$ cat src/lbw_pkg.sv
// ----------------------------------------------------------------------------
// lbw_pkg
// Shared types and constants of the byte-width LZW encoder.
// ----------------------------------------------------------------------------
package lbw_pkg;

    localparam int DICT_DEFAULT  = 65536;
    localparam int BASE_SYMBOLS  = 128;
    localparam int SYM_BITS      = 7;
    localparam int EPOCH_BITS    = 8;
    localparam int CODE_OUT_BITS = 16;
    localparam int BYTES_BITS    = 3;

    localparam logic [BYTES_BITS-1:0] WB_ONE   = 3'd1;
    localparam logic [BYTES_BITS-1:0] WB_TWO   = 3'd2;
    localparam logic [BYTES_BITS-1:0] WB_THREE = 3'd3;
    localparam logic [BYTES_BITS-1:0] WB_FOUR  = 3'd4;

    localparam logic [31:0] WB_STEP_TWO   = 32'h0000_00FF;
    localparam logic [31:0] WB_STEP_THREE = 32'h0000_FFFF;
    localparam logic [31:0] WB_STEP_FOUR  = 32'h00FF_FFFF;

    // classified input transaction
    typedef struct packed {
        logic [SYM_BITS-1:0] sym;
        logic                bad;
        logic                last;
    } t_item;

    // one result transaction
    typedef struct packed {
        logic [CODE_OUT_BITS-1:0] code;
        logic [BYTES_BITS-1:0]    code_bytes;
        logic                     bad_symbol;
        logic                     last_result;
    } t_res;

    // back end to front end control
    typedef struct packed {
        logic pop;
        logic busy;
    } t_back_ctl;

endpackage

$ cat src/lbw_front.sv
// ----------------------------------------------------------------------------
// lbw_front
// Accepts input transactions, classifies the symbol and queues the item
// for the back end.
// ----------------------------------------------------------------------------
module lbw_front import lbw_pkg::*; (
    input  logic      i_clk,
    input  logic      i_rst_n,
    input  logic      i_valid,
    output logic      o_stall,
    input  logic [7:0] i_symbol,
    input  logic      i_end_of_input,
    output logic      o_item_valid,
    output t_item     o_item,
    input  t_back_ctl i_ctl
);

    localparam int QDEPTH = 4;
    localparam int QAW    = 2;

    logic [QAW-1:0] r_wr, n_wr;
    logic [QAW-1:0] r_rd, n_rd;
    logic [QAW:0]   r_cnt, n_cnt;
    t_item          r_q [QDEPTH];
    t_item          w_item;
    logic           w_push;
    logic           w_pop;

    // classify the incoming symbol
    always_comb begin
        w_item.sym  = i_symbol[SYM_BITS-1:0];
        w_item.bad  = i_symbol[7];
        w_item.last = i_end_of_input;
    end

    assign o_stall      = (r_cnt == (QAW+1)'(QDEPTH)) || i_ctl.busy;
    assign w_push       = i_valid && !o_stall;
    assign w_pop        = i_ctl.pop && (r_cnt != '0);
    assign o_item_valid = (r_cnt != '0);
    assign o_item       = r_q[r_rd];

    // queue pointers
    always_comb begin
        n_wr  = w_push ? r_wr + 1'b1 : r_wr;
        n_rd  = w_pop ? r_rd + 1'b1 : r_rd;
        n_cnt = r_cnt;
        if (w_push && !w_pop) begin
            n_cnt = r_cnt + 1'b1;
        end else if (w_pop && !w_push) begin
            n_cnt = r_cnt - 1'b1;
        end
    end

    always_ff @(posedge i_clk) begin
        if (!i_rst_n) begin
            r_wr  <= '0;
            r_rd  <= '0;
            r_cnt <= '0;
        end else begin
            r_wr  <= n_wr;
            r_rd  <= n_rd;
            r_cnt <= n_cnt;
        end
    end

    // queue storage
    always_ff @(posedge i_clk) begin
        if (w_push) begin
            r_q[r_wr] <= w_item;
        end
    end

endmodule

$ cat config.mk
export PLATFORM = sky130hd
export DESIGN_NAME = lbw_front
export DESIGN_NICKNAME = d
export VERILOG_FILES = /design/src/lbw_pkg.sv /design/src/lbw_front.sv
export SDC_FILE = /design/constraint.sdc
export NUM_CORES = 1
export LEC_CHECK = 0
export BUFFER_PORTS_ARGS = -buffer_cell sky130_fd_sc_hd__buf_2
export CAP_MARGIN = 30
export CORE_AREA = 3 3 73 75
export CTS_BUF_LIST = sky130_fd_sc_hd__clkbuf_16
export DETAILED_ROUTE_END_ITERATION = 10
export DIE_AREA = 0 0 76 78
export PLACE_DENSITY_LB_ADDON = 0.15
export SLEW_MARGIN = 15
export SYNTH_ARGS = -nofsm -noshare
export SYNTH_HDL_FRONTEND = slang
export SYNTH_SLANG_ARGS = --single-unit
$ cat constraint.sdc
create_clock -name i_clk -period 4.6 [get_ports i_clk]
set_input_delay 1.38 -clock i_clk [delete_from_list [all_inputs] [get_ports i_clk]]
set_output_delay 1.38 -clock i_clk [all_outputs]
set_load 0.02 [all_outputs]
After elaboration in Yosys (flattened, before gate mapping)

Memories as Yosys holds them, arrays and structs flattened. A register that Yosys moved wholly into a read port is not among the register bits.
Cells that the tools add are included.

Flip-flop bits (word level): 7
Bits in writable memories: 36
Output and inout bits: 11
Word-level logic and storage cells: 25
Memories: 1

Memories:

| name | words | width | rd ports | clocked after Yosys merged registers in | write ports | RTL line        | text |
|---|---|---|---|---|---|---|---|
| r_q  | 4     | 9     | 1        | 1                                       | 1           | lbw_front.sv:24 | `t_item r_q [QDEPTH];` |

$add $sub $neg: 4
Eq/ne operators: 1
Muxes and demuxes: 6
Reduce and logical (&&, ||, !) cells: 10

Operators by type and width:

| kind                  | count |
|---|---|
| $mux W3               | 2 |
| $add A2 B1 Y2 const B | 2 |
| $logic_and A1 B1 Y1   | 4 |
| $mux W2               | 2 |
| $add A3 B1 Y3 const B | 1 |
| $eq A3 B3 Y1 const B  | 1 |
| $logic_not A1 Y1      | 3 |
| $reduce_bool A3 Y1    | 1 |
| $sub A3 B1 Y3 const B | 1 |
| $mux W1               | 2 |
| $reduce_bool A2 Y1    | 1 |
| $logic_or A1 B1 Y1    | 1 |

Longest topological paths before layout

Depth in word-level cells: 8
Mapped depth: 8
Gate-level depth less buffers: 8

Worst setup path after synthesis

Ideal clock, no wire load.

Path kind: input to register
From: in i_ctl[0] (netlist bit)
To: reg r_cnt[2]
Arrival: 2.909 ns
Required time: 4.524 ns
Slack: 1.615 ns
Cell stages on the path: 8
Buffers on the path: 0
Cells stage by stage: nand2b_1 -> a21oi_4 -> ha_1 -> inv_1 -> fa_1 -> xor2_1 -> or3_1 -> a21boi_0

Word-level cells in the longest chain between the ends: 6
Elaborated cells between the ends (all ways): 8

RTL lines:

| element                      | RTL line        | text |
|---|---|---|
| start, declared              | lbw_front.sv:15 | `input t_back_ctl i_ctl` |
| $logic_or A1 B1 Y1 *         | lbw_front.sv:36 | `assign o_stall = (r_cnt == (QAW+1)'(QDEPTH)) \|\| i_ctl.busy;` |
| $logic_not A1 Y1 *           | lbw_front.sv:37 | `assign w_push = i_valid && !o_stall;` |
| $logic_and A1 B1 Y1 *        | lbw_front.sv:37 |  |
| net w_push                   | lbw_front.sv:26 | `logic w_push;` |
| $logic_not A1 Y1             | lbw_front.sv:49 | `end else if (w_pop && !w_push) begin` |
| $logic_and A1 B1 Y1          | lbw_front.sv:49 |  |
| $reduce_bool A2 Y1 (no line) | --              |  |
| end signal, assigned         | lbw_front.sv:62 | `r_cnt <= n_cnt;` |
| end, declared                | lbw_front.sv:23 | `logic [QAW:0] r_cnt, n_cnt;` |

Mark *: on every way through the listed nets, which the timed path passes. The rest lies on a longest branch.
A chain may end at the register's enable or synchronous reset.

==> impl_metrics.py <==
metrics = {
    "outcome": {
        "outcome": "completed",
    },
    "place": {
        "gp_congestion": 0.626,
        "pre_cts_ws_ns": 1.39,
        "dpl_cell_area_sq_um": 2000,
        "dp_cells": 184,
        "io_buffers": 24,
        "dpl.hpwl_um": 2020,
    },
    "min_path": {
        "min_path_type": "reg2reg",
        "min_to": "r_wr[0]$_SDFFE_PN0P_",
        "hp-start": "r_wr[0]$_SDFFE_PN0P_",
        "min_path_cells": 2,
    },
    "worst_setup_path": {
        "r2r_start": "r_cnt[0]$_SDFFE_PN0P_",
        "worst_ep_required_time_ns": 3.22,
        "r2r-end": "r_cnt[2]$_SDFFE_PN0P_",
        "crit_path_end_kind": "primary output",
        "r2r_cells": 8,
        "crit_fanout": 9,
        "r2r_slack_ns": 2.40,
        "crit_type": "reg2out",
        "cp.arrival_ns": 1.78,
        "startpoint_type": "register",
    },
    "cts": {
        "numCtsBuffers": 5,
        "cts_num_sinks": 45,
        "cts_setup_buffers": 0,
        "cts_htree_levels": 2,
        "cts_resized": 0,
        "insertion_delay_ns": 0.28,
        "holdBufCountCts": 0,
        "clockBufferDepth": 2,
        "clk_pin_slew_ns": 0.05,
        "cts_tree": "yes",
        "ctsRootBufferMaster": "clkbuf_16",
    },
    "routing": {
        "dr.pass1.iters": 4,
        "routed_via_density": 4.67,
        "vias": 897,
        "drc": 0,
        "wl_per_cell_um": 15.3,
        "drt-total-wl_um": 2940,
        "ant_nets": 0,
        "drtIter0Drc": 27,
    },
    "floorplan": {
        "start_util_pct": 38.3,
        "die_area_sq_um": 5930,
        "coreArea_sq_um": 4720,
        "die_y_um": 78,
        "fp.dieW_um": 76,
        "boundaryPins": 25,
        "row_count": 25,
    },
    "synth": {
        "syn-num-nets": 116,
        "seq_area_frac_synth_pct": 69.8,
        "synth_xor_area_share_pct": 1.94,
        "syn_area_sq_um": 1810,
        "yosysUniqueCellTypes": 25,
        "synth_top_family_by_area": "multiplexers",
        "synth.ff_latch_count": 45,
        "synth.avg_cell_area_sq_um": 18.8,
        "synth_simple_gate_area_share_pct": 5.40,
        "postSynthCellCount": 96,
        "muxShareOfSynthArea_pct": 12.9,
        "synth-compound-area-share_pct": 4.08,
        "synthAdderAreaFrac_pct": 4.57,
        "ys_warn_count": 0,
    },
    "timing": {
        "finalSetupViolations": 0,
        "fin_crit_sh_pct": 68.8,
        "fmax_ghz": 0.316,
        "hold_viol": 0,
        "finalWorstSetupSlack_ns": 1.44,
        "fin_crit_ns": 3.16,
        "maxSlewViolCount": 0,
        "finalSetupTns_ns": 0,
        "worst_pin_slew_ns": 0.658,
        "slew_headroom_pct": 56.1,
        "rsz0062_at_grt": "false",
        "finClkSkew_ns": 0.00281,
    },
    "layout": {
        "final_cells": 192,
        "seq_area_sq_um": 1260,
        "final_common_cell": "edfxtp_1",
        "nFillCells": 420,
        "layout_common_cells": "36 x edfxtp_1, 24 x buf_2, 9 x mux4_2, 9 x dfxtp_1, 8 x and2_1",
        "area_growth_pct": 18.1,
        "multi_input_area_sq_um": 522,
        "fin_nets": 144,
        "diodes": 0,
        "layout-drive-gt1-share_pct": 34.4,
        "fin_area_sq_um": 2130,
    },
    "power_and_ir_drop": {
        "p_per_area_nw_per_um2": 524,
        "p_sw_uw": 311,
        "finalPower_mw": 1.12,
        "pwr-share-comb_pct": 23.2,
        "p_leak_nw": 0.752,
        "vdd.ir_drop.worst_mv": 0.202,
        "power_frac_clock_pct": 28.7,
        "power_switching_share_pct": 27.8,
        "p_int_uw": 807,
        "seqPwrFrac_pct": 48.1,
    },
    "global_route": {
        "first_global_vias": 955,
        "grt.overflow.total": 0,
        "grt_max_degree": 14,
        "antenna_found_initial": 0,
        "grt_pass1_wl_um": 4810,
        "grt_usage_pct": 11.1,
    },
    "run": {
        "maxCapViolations": 0,
    },
}
==> routing by layer <==
layer | vias to the layer above | routed length [um] | track usage [%]
li1 | 425 | - | -
met1 | 450 | 1180 | 12.7
met2 | 16 | 1580 | 18.7
met3 | 6 | 137 | 4.29
met4 | 0 | 46 | 4.35
met5 | - | 0 | 0
==> metrics by stage <==
step | utilization, % | hold WS (ns)
3_5_place_dp | 42.3 | 0.502
4_1_cts | 45.2 | 0.510
5_1_grt | 45.2 | 0.540
3_3_place_gp | 42.3 | 0.483
6_report | 45.2 | 0.508
2_1_floorplan | - | 0.468
==> worst max-delay path: stages, from the launching register on <==
cell	delay, ns
dfxtp_1	0.74
mux4_2	0.59
buf_2	0.17
==> kinds of logic (layout without fill, tap and decap cells) <==
group,after synthesis,in the layout
XOR/XNOR,4,4
buffers and inverters,6,35
flip-flops,45,45
AND/OR/NAND/NOR,17,17
AO/OA/AOI/OAI,6,6
multiplexers,12,12
adder cells (fa/ha/maj),6,6
==> flip-flops by register name, summed over array words and instances, names as in the netlist, named ones only <==
register / count
r_rd: 2
r_wr: 2
r_cnt: 3
r_q: 36
==> synth_stat cells <==
cell type | count | share of area (%)
a21boi_0 | 1 | 0.42
a21o_1 | 1 | 0.42
a21oi_4 | 1 | 0.90
and2_1 | 8 | 2.8
buf_2 | 1 | 0.28
clkbuf_1 | 1 | 0.21
clkbuf_2 | 1 | 0.28
dfxtp_1 | 9 | 10
edfxtp_1 | 36 | 60
fa_1 | 1 | 1.1
ha_1 | 5 | 3.5
inv_1 | 3 | 0.62
mux2i_1 | 3 | 1.7
mux4_2 | 9 | 11
nand2_1 | 4 | 0.83
nand2b_1 | 1 | 0.35
nor2_2 | 1 | 0.35
nor2b_1 | 1 | 0.35
o21ai_0 | 1 | 0.28
o311ai_2 | 1 | 0.90
o31ai_4 | 1 | 1.2
or3_1 | 1 | 0.35
or3_2 | 1 | 0.42
xnor2_1 | 3 | 1.5
xor2_1 | 1 | 0.48
==> worst max path at each step <==
| stage | end | slack [ns] | cells past startpoint |
|---|---|---|---|
| after floorplan | r_cnt[2]$_SDFFE_PN0P_ | 1.62 | 8 |
| after global placement | o_stall | 1.45 | 3 |
| after detailed placement | r_cnt[2]$_SDFFE_PN0P_ | 1.39 | 9 |
| after CTS | o_item[4] | 1.36 | 2 |
| after global routing | o_item[4] | 1.30 | 2 |
| final | o_item[4] | 1.44 | 2 |
==> power by group through the flow <==
stage | registers, mW | logic, mW | clock network (mW)
2_1_floorplan | 0.511 | 0.225 | 0
3_3_place_gp | 0.546 | 0.257 | 0
3_5_place_dp | 0.550 | 0.263 | 0
4_1_cts | 0.542 | 0.263 | 0.332
5_1_grt | 0.549 | 0.281 | 0.352
6_report | 0.539 | 0.259 | 0.321
==> area by class of cell <==
type,count,area share [%]
sequential,45,59.1
multi-input combinational,45,24.4
clock buffer,5,5.86
timing repair buffer,24,5.63
tap,67,3.93
clock inverter,3,0.528
inverter,3,0.528
Note: power is estimated with default switching activity, not from simulation.
